==> src/slpt_pkg.sv <==
package slpt_pkg;

  localparam int KIND_W  = 3;
  localparam int IDX_W   = 18;
  localparam int GREY_W  = 8;
  localparam int FRAME_W = 5;
  localparam int OUT_WORD_W = 16;

  localparam int FRAC_W  = 9;
  localparam int QUAL_W  = 8;
  localparam int DFR_W   = 5;
  localparam int TFR_W   = 6;
  localparam int CFG_IDX_W  = 2;
  localparam int CFG_DATA_W = 9;

  localparam int DEFAULT_PIXELS    = 262144;
  localparam int DEFAULT_DATA_BITS = 16;

  localparam int QUEUE_DEPTH = 4;
  localparam int QCNT_W      = $clog2(QUEUE_DEPTH + 1);

  // Input kind codes.
  localparam logic [KIND_W-1:0] KIND_INIT = 3'd0;
  localparam logic [KIND_W-1:0] KIND_HIGH = 3'd1;
  localparam logic [KIND_W-1:0] KIND_LOW  = 3'd2;
  localparam logic [KIND_W-1:0] KIND_CAL  = 3'd3;
  localparam logic [KIND_W-1:0] KIND_SCAN = 3'd4;

  // Configuration register indexes.
  localparam logic [CFG_IDX_W-1:0] CFG_FRACTION  = 2'd0;
  localparam logic [CFG_IDX_W-1:0] CFG_QUALIFIER = 2'd1;
  localparam logic [CFG_IDX_W-1:0] CFG_DATA_FR   = 2'd2;
  localparam logic [CFG_IDX_W-1:0] CFG_TOTAL_FR  = 2'd3;

  localparam logic [FRAC_W-1:0] FRACTION_RST  = 9'd128;
  localparam logic [QUAL_W-1:0] QUALIFIER_RST = 8'd0;
  localparam logic [DFR_W-1:0]  DATA_FR_RST   = 5'd8;
  localparam logic [TFR_W-1:0]  TOTAL_FR_RST  = 6'd16;

  localparam logic [GREY_W-1:0] GREY_MAX = 8'd255;
  localparam logic [GREY_W-1:0] GREY_MIN = 8'd0;

  typedef enum logic [2:0] {
    CMD_INIT,
    CMD_HIGH,
    CMD_LOW,
    CMD_CAL,
    CMD_SCAN,
    CMD_NOP
  } slpt_cmd_e;

  // Decoded item handed from the front end to the back end.
  typedef struct packed {
    slpt_cmd_e          cmd;
    logic [GREY_W-1:0]  grey;
    logic [FRAME_W-1:0] pos;
    logic               to_data;
    logic               clear;
    logic               done;
  } slpt_item_t;

endpackage

==> src/slpt_fifo.sv <==
module slpt_fifo
  import slpt_pkg::*;
#(
  parameter int WIDTH = 8,
  parameter int DEPTH = QUEUE_DEPTH
) (
  input  logic                       clk_i,
  input  logic                       rst_ni,
  input  logic                       push_i,
  input  logic [WIDTH-1:0]           din_i,
  input  logic                       pop_i,
  output logic [WIDTH-1:0]           dout_o,
  output logic                       not_empty_o,
  output logic [$clog2(DEPTH+1)-1:0] count_o
);

  localparam int PW = (DEPTH > 1) ? $clog2(DEPTH) : 1;
  localparam int CW = $clog2(DEPTH + 1);

  logic [WIDTH-1:0] slots_q [DEPTH];
  logic [PW-1:0]    wr_ptr_q, rd_ptr_q;
  logic [CW-1:0]    count_q;

  always_ff @(posedge clk_i) begin
    if (push_i) begin
      slots_q[wr_ptr_q] <= din_i;
    end
  end

  always_ff @(posedge clk_i or negedge rst_ni) begin
    if (!rst_ni) begin
      wr_ptr_q <= '0;
      rd_ptr_q <= '0;
      count_q  <= '0;
    end else begin
      if (push_i) begin
        wr_ptr_q <= (wr_ptr_q == PW'(DEPTH - 1)) ? '0 : wr_ptr_q + 1'b1;
      end
      if (pop_i) begin
        rd_ptr_q <= (rd_ptr_q == PW'(DEPTH - 1)) ? '0 : rd_ptr_q + 1'b1;
      end
      if (push_i && !pop_i) begin
        count_q <= count_q + 1'b1;
      end else if (pop_i && !push_i) begin
        count_q <= count_q - 1'b1;
      end
    end
  end

  assign dout_o      = slots_q[rd_ptr_q];
  assign not_empty_o = (count_q != '0);
  assign count_o     = count_q;

endmodule

==> config.mk <==
export PLATFORM = sky130hd
export DESIGN_NAME = slpt_fifo
export DESIGN_NICKNAME = d
export VERILOG_FILES = /design/src/slpt_pkg.sv /design/src/slpt_fifo.sv
export SDC_FILE = /design/constraint.sdc
export NUM_CORES = 1
export LEC_CHECK = 0
export BUFFER_PORTS_ARGS = -buffer_cell sky130_fd_sc_hd__buf_2
export CAP_MARGIN = 20
export CORE_AREA = 2 2 68 70
export CTS_CLUSTER_DIAMETER = 120
export DETAILED_ROUTE_END_ITERATION = 16
export DIE_AREA = 0 0 70 72
export GPL_ROUTABILITY_DRIVEN = 0
export PLACE_DENSITY = 0.54
export SYNTH_ARGS = -nofsm -noshare
export SYNTH_HDL_FRONTEND = slang
export SYNTH_SLANG_ARGS = --single-unit
==> constraint.sdc <==
create_clock -name clk_i -period 1.25 [get_ports clk_i]
set_input_delay 0.25 -clock clk_i [delete_from_list [all_inputs] [get_ports clk_i]]
set_output_delay 0.25 -clock clk_i [all_outputs]
set_load 0.01 [all_outputs]
==> impl_metrics.yaml <==
worst_setup_path:
  arrival_ns: 1.46
  crit_start: "rd_ptr_q[0]$_DFFE_PN0P_"
  worstPathRequired_ns: 1.00
  critical_path.max_fanout: 7
  startpoint_type: "flip-flop"
  timing.rr.start: "count_o[0]$_DFFE_PN0P_"
  ff2ff_path_depth: 5
  crit_type: "flip-flop to output port"
  cp-end-kind: "output port"
floorplan:
  row_count: 24
  chipWidth_um: 70
  die_y_um: 72
  dieArea_mm2: 0.00504
  num_io_pins: 24
  initial_core_util_pct: 36.6
  core_mm2: 0.00426
cts:
  cts_tree: "done"
  cts_sinks: 39
  cts_buffers: 5
  clkLatencyLatePin_ns: 0.28
  cts_root_buf: "clkbuf_8"
  htreeDepth: 2
  clk_path_buf_depth: 2
  cts.clk_slew.worst_paths_ns: 0.07
drt:
  wl_per_cell_um: 14.7
  route.vias.total: 803
  drt-total-wl_mm: 2.57
  detail_route.vias_per_cell: 4.59
  drtIter0Drc: 34
  firstDrtPassIters: 3
  antenna_left: 0
  drc: 0
timing:
  setup_slack_ns: -0.461
  fin_crit_ns: 1.71
  max_freq_ghz: 0.585
  relSlewSlack_pct: 87.4
  final.period_utilization_pct: 137
  setup_viol: 13
  hold_violations: 0
  finClkSkew_ns: 0.00601
  slew_violations: 0
  tightest_slew_ns: 0.190
  fin_hold_ws_ns: 0.183
  fin_tns_setup_ns: -4.01
  rsz0062_at_grt: "yes"
power_and_ir_drop:
  ir_worst_vdd_mv: 0.654
  power_density_mw_per_mm2: 2150
  total_leakage_power_nw: 0.789
global_routing:
  grt_overflow: 0
  grt_pass1_wl_mm: 4.37
  grt_use_total_pct: 12.1
  first_global_vias: 899
  antenna_found_initial: 0
  grt_max_degree: 13
yosys:
  ys_warn_count: 0
  synth_area_mm2: 0.00156
  synth_cell_type_count: 18
  ys_seq_elements: 39
  avgSynthCellArea_um2: 20.0
  ys_seq_area_share_pct: 72.8
  synth_cells: 78
  synth_fp_nets: 97
cells_and_area:
  final_nets: 141
  drive_gt1_share_pct: 55.3
  num-fill-cells: 389
  diodes: 0
  area_growth_pct: 30.9
status:
  violations: "setup timing"
  status: "finished, violations left"
min_path:
  worstHoldStart: "din_i[2]"
  min_path_cells: 1
  hold_class: "input port to flip-flop"
placed_design:
  place_hpwl_mm: 1.91
  portBuffers: 23
job:
  maxCapViolations: 0
==> routing by layer <==
metal / vias up / part of all wire (%) / global-route usage [%]
met2: 16 / 54 / 21.1
met5: - / 0 / 0
met3: 6 / 5.2 / 4.86
met4: 0 / 1.8 / 5.13
li1: 384 / - / -
met1: 397 / 39 / 13.2
==> critical path, cell delays in order (launching register included) <==
cell and delay, ns:
dfrtp_1 0.39, buf_12 0.15, mux4_2 0.51, buf_6 0.14
==> power by group <==
part / leakage [nW] / switching (mW) / internal, mW
sequential: 0.376 / 0.127 / 1.71
clock: 0.0482 / 0.395 / 0.444
combinational: 0.364 / 0.709 / 1.00
==> state kept, by name (all words and copies together) (netlist names) <==
register,flops
slots_q,32
rd_ptr_q,2
wr_ptr_q,2
count_o,3
==> path summary, 6_finish.rpt <==
| kind | end | slack (ns) |
|---|---|---|
| worst max-delay path | dout_o[7] | -0.46 |
| worst min-delay path | slots_q[3][2]$_DFFE_PP_ | 0.18 |
| worst max register to register | count_o[2]$_DFFE_PN0P_ | -0.09 |
| worst min register to register | count_o[2]$_DFFE_PN0P_ | 0.55 |
| max in group asynchronous | count_o[0]$_DFFE_PN0P_ | 0.73 |
| min in group asynchronous | count_o[0]$_DFFE_PN0P_ | 0.34 |
==> layout make-up <==
type | count | area (um2) | share of cell area (%)
Sequential cell | 39 | 1140 | 55.6
Multi-Input combinational cell | 33 | 422 | 20.6
Timing Repair Buffer | 39 | 314 | 15.4
Clock buffer | 7 | 86.3 | 4.22
Tap cell | 52 | 65.1 | 3.18
Inverter | 4 | 15.0 | 0.734
Clock inverter | 1 | 5.00 | 0.245
==> kinds of logic after synthesis <==
kind of cell / count (synthesis) / share of synthesized area (%)
buffers and inverters: 6 / 2.00
multiplexers: 10 / 13.0
AND/OR/NAND/NOR: 10 / 3.29
XOR/XNOR: 3 / 1.68
adder cells (fa/ha/maj): 7 / 6.09
AO/OA/AOI/OAI: 3 / 1.20
flip-flops: 39 / 72.8
==> repair_timing <==
action                                  4_1_cts  5_1_grt
endpoints found under the setup margin       35       39
cloned                                        0        0
hold buffers                                  1        0
endpoints found under the hold margin         7        0
gates resized for setup                       7        8
setup buffers                                 3        0
pin swaps                                     4        0
==> cell usage in the layout, fill, tap and decap left out, types with 2 or more instances in the layout <==
cell type,Yosys,layout
and2_4,0,4
buf_12,0,3
buf_2,1,18
buf_4,0,10
buf_6,1,7
clkbuf_8,0,6
dfrtp_1,7,6
edfxtp_1,32,32
ha_1,6,4
inv_2,0,4
mux2_2,2,2
mux4_2,8,8
nand2_1,2,2
nor2_1,2,2
o21ai_0,2,2
xor2_1,2,2
==> stage by stage <==
| step | worst slack, ns | std cells | total power [mW] | util, % | instance area (um2) |
|---|---|---|---|---|---|
| floorplan | -0.0388 | 78 | 2.71 | - | 1580 |
| global placement | -0.179 | 164 | 3.35 | 44.3 | 1890 |
| detailed placement | -0.196 | 164 | 3.38 | 44.3 | 1890 |
| CTS | -0.483 | 176 | 4.39 | 47.8 | 2040 |
| global route | -0.527 | 175 | 4.68 | 47.9 | 2040 |
| finish | -0.461 | 175 | 4.39 | 47.9 | 2040 |
==> cell usage after synthesis <==
cell / instances / share of area [%]
mux2_2: 2 / 1.4
dfrtp_1: 7 / 11
a21o_2: 1 / 0.56
nor3_1: 1 / 0.32
xor2_1: 2 / 1.1
o21ai_0: 2 / 0.64
ha_1: 6 / 4.8
mux4_2: 8 / 12
nor2_1: 2 / 0.48
edfxtp_1: 32 / 62
buf_2: 1 / 0.32
nand2_1: 2 / 0.48
fa_1: 1 / 1.3
buf_6: 1 / 0.72
xnor2_1: 1 / 0.56
or3_1: 1 / 0.40
and2_1: 4 / 1.6
inv_1: 4 / 0.96
Note: power is estimated with default switching activity, not from simulation.
