`src/slpt_pkg.sv`:
```
package slpt_pkg;

  localparam int KIND_W  = 3;
  localparam int IDX_W   = 18;
  localparam int GREY_W  = 8;
  localparam int FRAME_W = 5;
  localparam int OUT_WORD_W = 16;

  localparam int FRAC_W  = 9;
  localparam int QUAL_W  = 8;
  localparam int DFR_W   = 5;
  localparam int TFR_W   = 6;
  localparam int CFG_IDX_W  = 2;
  localparam int CFG_DATA_W = 9;

  localparam int DEFAULT_PIXELS    = 262144;
  localparam int DEFAULT_DATA_BITS = 16;

  localparam int QUEUE_DEPTH = 4;
  localparam int QCNT_W      = $clog2(QUEUE_DEPTH + 1);

  // Input kind codes.
  localparam logic [KIND_W-1:0] KIND_INIT = 3'd0;
  localparam logic [KIND_W-1:0] KIND_HIGH = 3'd1;
  localparam logic [KIND_W-1:0] KIND_LOW  = 3'd2;
  localparam logic [KIND_W-1:0] KIND_CAL  = 3'd3;
  localparam logic [KIND_W-1:0] KIND_SCAN = 3'd4;

  // Configuration register indexes.
  localparam logic [CFG_IDX_W-1:0] CFG_FRACTION  = 2'd0;
  localparam logic [CFG_IDX_W-1:0] CFG_QUALIFIER = 2'd1;
  localparam logic [CFG_IDX_W-1:0] CFG_DATA_FR   = 2'd2;
  localparam logic [CFG_IDX_W-1:0] CFG_TOTAL_FR  = 2'd3;

  localparam logic [FRAC_W-1:0] FRACTION_RST  = 9'd128;
  localparam logic [QUAL_W-1:0] QUALIFIER_RST = 8'd0;
  localparam logic [DFR_W-1:0]  DATA_FR_RST   = 5'd8;
  localparam logic [TFR_W-1:0]  TOTAL_FR_RST  = 6'd16;

  localparam logic [GREY_W-1:0] GREY_MAX = 8'd255;
  localparam logic [GREY_W-1:0] GREY_MIN = 8'd0;

  typedef enum logic [2:0] {
    CMD_INIT,
    CMD_HIGH,
    CMD_LOW,
    CMD_CAL,
    CMD_SCAN,
    CMD_NOP
  } slpt_cmd_e;

  // Decoded item handed from the front end to the back end.
  typedef struct packed {
    slpt_cmd_e          cmd;
    logic [GREY_W-1:0]  grey;
    logic [FRAME_W-1:0] pos;
    logic               to_data;
    logic               clear;
    logic               done;
  } slpt_item_t;

endpackage

```
`src/slpt_front.sv`:
```
module slpt_front
  import slpt_pkg::*;
#(
  parameter int PIXELS = DEFAULT_PIXELS
) (
  input  logic                                  clk_i,
  input  logic                                  rst_ni,
  input  logic                                  in_valid_i,
  output logic                                  in_ready_o,
  input  logic [KIND_W-1:0]                     kind_i,
  input  logic [IDX_W-1:0]                      pixel_index_i,
  input  logic [GREY_W-1:0]                     grey_i,
  input  logic [FRAME_W-1:0]                    frame_index_i,
  input  logic [DFR_W-1:0]                      data_frames_i,
  input  logic [TFR_W-1:0]                      total_frames_i,
  input  logic [QCNT_W-1:0]                     queue_count_i,
  output logic                                  push_o,
  output slpt_item_t                            push_item_o,
  output logic [((PIXELS > 1) ? $clog2(PIXELS) : 1)-1:0] push_addr_o
);

  localparam int AW = (PIXELS > 1) ? $clog2(PIXELS) : 1;

  // Stage 1: registered input.
  logic                 v1_q;
  logic [KIND_W-1:0]    kind1_q;
  logic [IDX_W-1:0]     idx1_q;
  logic [GREY_W-1:0]    grey1_q;
  logic [FRAME_W-1:0]   frame1_q;

  // Stage 2: classified item, address reduction in progress.
  logic                 v2_q;
  slpt_item_t           item2_q;
  logic [IDX_W-1:0]     idx2_q;

  slpt_item_t           item1_d;
  logic [QCNT_W:0]      credits;

  // Items in the two front stages already hold a queue slot.
  assign credits    = {1'b0, queue_count_i} + (QCNT_W+1)'(v1_q) + (QCNT_W+1)'(v2_q);
  assign in_ready_o = (credits < (QCNT_W+1)'(QUEUE_DEPTH));

  always_comb begin
    logic [9:0] rem;
    logic [9:0] sub;
    item1_d = '0;
    case (kind1_q)
      KIND_INIT: item1_d.cmd = CMD_INIT;
      KIND_HIGH: item1_d.cmd = CMD_HIGH;
      KIND_LOW:  item1_d.cmd = CMD_LOW;
      KIND_CAL:  item1_d.cmd = CMD_CAL;
      KIND_SCAN: item1_d.cmd = CMD_SCAN;
      default:   item1_d.cmd = CMD_NOP;
    endcase
    item1_d.grey = grey1_q;
    // Frame modulo data frame count, restoring one quotient bit per step.
    rem = {5'd0, frame1_q};
    for (int i = FRAME_W - 1; i >= 0; i--) begin
      sub = {5'd0, data_frames_i} << i;
      if (rem >= sub) begin
        rem = rem - sub;
      end
    end
    if (data_frames_i == '0) begin
      item1_d.pos     = frame1_q;
      item1_d.to_data = 1'b0;
    end else begin
      item1_d.pos     = rem[FRAME_W-1:0];
      item1_d.to_data = (frame1_q < data_frames_i);
    end
    item1_d.clear = (frame1_q == '0);
    item1_d.done  = (kind1_q == KIND_SCAN) && (total_frames_i != '0) &&
                    ({1'b0, frame1_q} == total_frames_i - 1'b1);
  end

  always_ff @(posedge clk_i or negedge rst_ni) begin
    if (!rst_ni) begin
      v1_q <= 1'b0;
      v2_q <= 1'b0;
    end else begin
      v1_q <= in_valid_i && in_ready_o;
      v2_q <= v1_q;
    end
  end

  always_ff @(posedge clk_i) begin
    kind1_q  <= kind_i;
    idx1_q   <= pixel_index_i;
    grey1_q  <= grey_i;
    frame1_q <= frame_index_i;
    item2_q  <= item1_d;
    idx2_q   <= idx1_q;
  end

  generate
    if (PIXELS >= (2 ** IDX_W)) begin : g_direct
      assign push_addr_o = AW'(idx2_q);
    end else begin : g_reduce
      // Index modulo PIXELS: quotient estimate by reciprocal, then one
      // correction, since the estimate is low by at most one.
      localparam int PW = 2 * IDX_W + 1;
      localparam logic [IDX_W:0] RECIP = (IDX_W+1)'((2 ** IDX_W) / PIXELS);
      localparam logic [IDX_W:0] PIX_C = (IDX_W+1)'(PIXELS);

      logic [PW-1:0]  prod;
      logic [IDX_W:0] quot_q;
      logic [IDX_W:0] qp;
      logic [IDX_W:0] diff;
      logic [IDX_W:0] rest;

      assign prod = PW'(idx1_q) * PW'(RECIP);

      always_ff @(posedge clk_i) begin
        quot_q <= prod[PW-1:IDX_W];
      end

      assign qp   = quot_q * PIX_C;
      assign diff = {1'b0, idx2_q} - qp;
      assign rest = (diff >= PIX_C) ? diff - PIX_C : diff;
      assign push_addr_o = rest[AW-1:0];
    end
  endgenerate

  assign push_o      = v2_q;
  assign push_item_o = item2_q;

endmodule

```
`config.mk`:
```
export PLATFORM = sky130hd
export DESIGN_NAME = slpt_front
export DESIGN_NICKNAME = d
export VERILOG_FILES = /design/src/slpt_pkg.sv /design/src/slpt_front.sv
export SDC_FILE = /design/constraint.sdc
export NUM_CORES = 1
export LEC_CHECK = 0
export ABC_AREA = 0
export BUFFER_PORTS_ARGS = -buffer_cell sky130_fd_sc_hd__buf_4
export CORE_AREA = 2 2 120 122
export DETAILED_ROUTE_END_ITERATION = 16
export DIE_AREA = 0 0 122 124
export GPL_ROUTABILITY_DRIVEN = 0
export GPL_TIMING_DRIVEN = 0
export PLACE_DENSITY = 0.41
export SLEW_MARGIN = 25
export SYNTH_ARGS = -nofsm -noshare
export SYNTH_HDL_FRONTEND = slang
export SYNTH_SLANG_ARGS = --single-unit
```
`constraint.sdc`:
```
create_clock -name clk_i -period 10.38 [get_ports clk_i]
set_input_delay 1.557 -clock clk_i [delete_from_list [all_inputs] [get_ports clk_i]]
set_output_delay 1.557 -clock clk_i [all_outputs]
set_load 0.02 [all_outputs]
```
==> metrics.cfg <==
[run_status]
status=finished clean

[yosys]
synthesis.area_um2=3400
synth_nets=404
ys_async_sr_fraction_pct=2.74
synth_edf_count=0
ys_seq_area_share_pct=43.3
syn_inst=321
syn_area_per_cell_um2=10.6
ys.flop_type=dfxtp_1
ys_types=67
yosysWarningCount=0
yosys_register_bits=73

[global_routing]
antenna_found_initial=0
overflow=0
grt_pass1_vias=2643
grt_pass1_wl_mm=13.7
grt_max_degree=14
grt.total_usage_pct=11.8

[finish]
antennaDiodeCount=0
num-nets-final=505
fin_area_um2=4620
layout_common_cells=buf_4, dfxtp_1, ha_1
drive_gt1_share_pct=34.2
final_common_cell=buf_4
area_growth_pct=35.9
multi_input_area_um2=1870
postLayoutCoreUtil_pct=33.7
ff_latch_area_um2=1470
n_fill_cell=1417

[drt]
drtIter0Drc=123
antenna_left=0
wl_per_cell_um=14.5
vias_per_cell=4.56
drt_pass1_iterations=4
drc=0
routed_wl_mm=8.83
num_vias=2769

[floorplanning]
die_h_um=124
io_pins=90
die_area_um2=15100
row_count=43
initial_utilization_pct=24.8
die_w_um=122
core_um2=13700

[power_and_ir_drop]
p_switching_mw=0.285
p_comb_share_pct=34.0
clkPwrFrac_pct=30.7
power_density_nw_per_um2=192
intPower_mw=0.605
ir_worst_vdd_mv=0.0687
pwr-share-seq_pct=35.2
switching_share_pct=32.0
power_leakage_nw=2.08

[clocking]
cts_root_buf=clkbuf_16
clkTransAtPathRegs_ns=0.05
cts_num_sinks=73
clock_latency_ns=0.32
cts_tree=built
clockBufferDepth=2
cts.htree.levels=3
numCtsBuffers=9

[critical_path]
arrival_ns=10.11
worst-r2r-cell-count=38
crit_fanout=7
path_class=in2reg
crit_path_end_kind=flop
cp.buffers_inverters=2
critPathMaxStageDelay_ns=0.66
critPathTopFamily=compound AO/OA/AOI/OAI gates
required_ns=10.59
crit_path_top_delay_cell=or4b_2
reg2reg_from=frame1_q[4]
worst-r2r-setup-slack_ns=1.32
timing.rr.end=push_item_o[5]
cp-start-kind=input port

[job]
maxCapViolCount=0

[timing]
max_freq_mhz=101
rsz0062_at_grt=false
slew_headroom_pct=65.4
period_minus_slack_ns=9.90
finalClockSkew_ns=0.00374
holdWs_ns=0.321
period_share_pct=95.3
setup_violations=0
hold_viol=0
final-max-slew-violation-count=0
tightest_slew_ns=0.506

[min_path]
hold_depth=0
worstHoldStart=idx1_q[14]
worstHoldPathType=reg2reg
worstHoldEndpoint=push_addr_o[14]

[placed_design]
placed_area_um2=4290
port_buffers=88
hpwl_mm=7.11

-- layout make-up --
cell class | count | area share (%)
buffer | 4 | 0.541
clock buffer | 10 | 4.95
clock inverter | 6 | 0.920
inverter | 22 | 1.87
multi-input combinational | 222 | 40.4
sequential | 73 | 31.8
tap | 180 | 4.87
timing repair buffer | 90 | 14.6
-- registers in the layout (all words and copies together) (netlist names) --
signal and count:
grey1_q 8, kind1_q 3, frame1_q 5, push_addr_o 18
idx1_q 18, push_item_o 19, push_o 1, v1_q 1
-- layer usage --
metal / up-vias / share of wire [%] / global-route usage, %
met5: - / 0 / 0
met4: 0 / 1.2 / 3.88
met2: 76 / 45 / 19.2
met1: 1298 / 46 / 15.3
met3: 7 / 7.1 / 2.93
li1: 1388 / - / -
-- cells in the mapped netlist, drive strengths merged (2+ instances only) --
cell / count / area share, %
fa: 4 / 2.4
mux2: 7 / 2.5
and3: 3 / 0.74
xor2: 4 / 1.0
a21oi: 14 / 2.2
buf: 3 / 0.63
a31oi: 4 / 0.92
nor4: 5 / 1.5
inv: 22 / 2.4
dfxtp: 71 / 42
and2: 4 / 0.77
nand4: 4 / 0.74
o2111ai: 2 / 0.51
dfrtp: 2 / 1.5
xnor2: 8 / 2.1
nor3: 5 / 0.74
o211ai: 2 / 0.74
or4: 3 / 0.88
nand2: 11 / 1.4
a21o: 10 / 2.2
nand3: 10 / 1.5
ha: 28 / 10
a211oi: 8 / 2.1
mux2i: 7 / 2.1
nor2b: 8 / 1.5
nor2: 23 / 3.0
a21boi: 3 / 0.66
o221ai: 2 / 0.51
a311o: 3 / 1.2
o21a: 3 / 0.66
a221oi: 2 / 0.70
a311oi: 2 / 1.0
a22oi: 2 / 0.44
o21ai: 17 / 2.6
-- worst max-delay path by stage --
stage,start,to,slack (ns),cells after the start
3_5_place_dp,data_frames_i[1],push_item_o[5],-0.78,38
5_1_grt,data_frames_i[0],push_item_o[5],0.06,38
6_report,data_frames_i[0],push_item_o[5],0.48,38
3_3_place_gp,data_frames_i[1],push_item_o[5],-0.73,37
2_1_floorplan,data_frames_i[0],push_item_o[5],1.02,37
4_1_cts,data_frames_i[0],push_item_o[5],0.05,38
-- metrics by stage --
stage                     worst slack [ns]  std cells  TNS (ns)  total power, mW
final                                0.483        607         0            0.890
after global routing                0.0587        607         0            0.942
after CTS                           0.0531        605         0            0.894
after detailed placement            -0.777        589     -3.07            0.613
after global placement              -0.734        589     -2.94            0.612
after floorplan                       1.02        321         0            0.522
-- repair_timing --
| action | in CTS | in global routing |
|---|---|---|
| pin swaps | 0 | 2 |
| buffers inserted | 0 | 2 |
| hold buffers | 0 | 0 |
| gates resized for setup | 5 | 8 |
| endpoints found under the setup margin | 5 | 5 |
-- kinds of logic (layout without fill, tap and decap cells) --
logic type	Yosys count	after routing	share of synthesized area, %
fa+ha+maj	32	32	12.7
flops	73	73	43.3
xor+xnor	12	12	3.09
buf+inv	26	132	3.16
mux	14	14	4.60
compound gates	81	81	18.8
simple gates	83	83	14.4
-- power groups by stage --
stage	combinational [mW]	clock, mW	sequential, mW
after global placement	0.293	0	0.319
after detailed placement	0.294	0	0.320
after CTS	0.297	0.283	0.314
after floorplan	0.182	0	0.339
after global routing	0.328	0.298	0.316
final	0.303	0.274	0.313
Note: power is estimated with default switching activity, not from simulation.
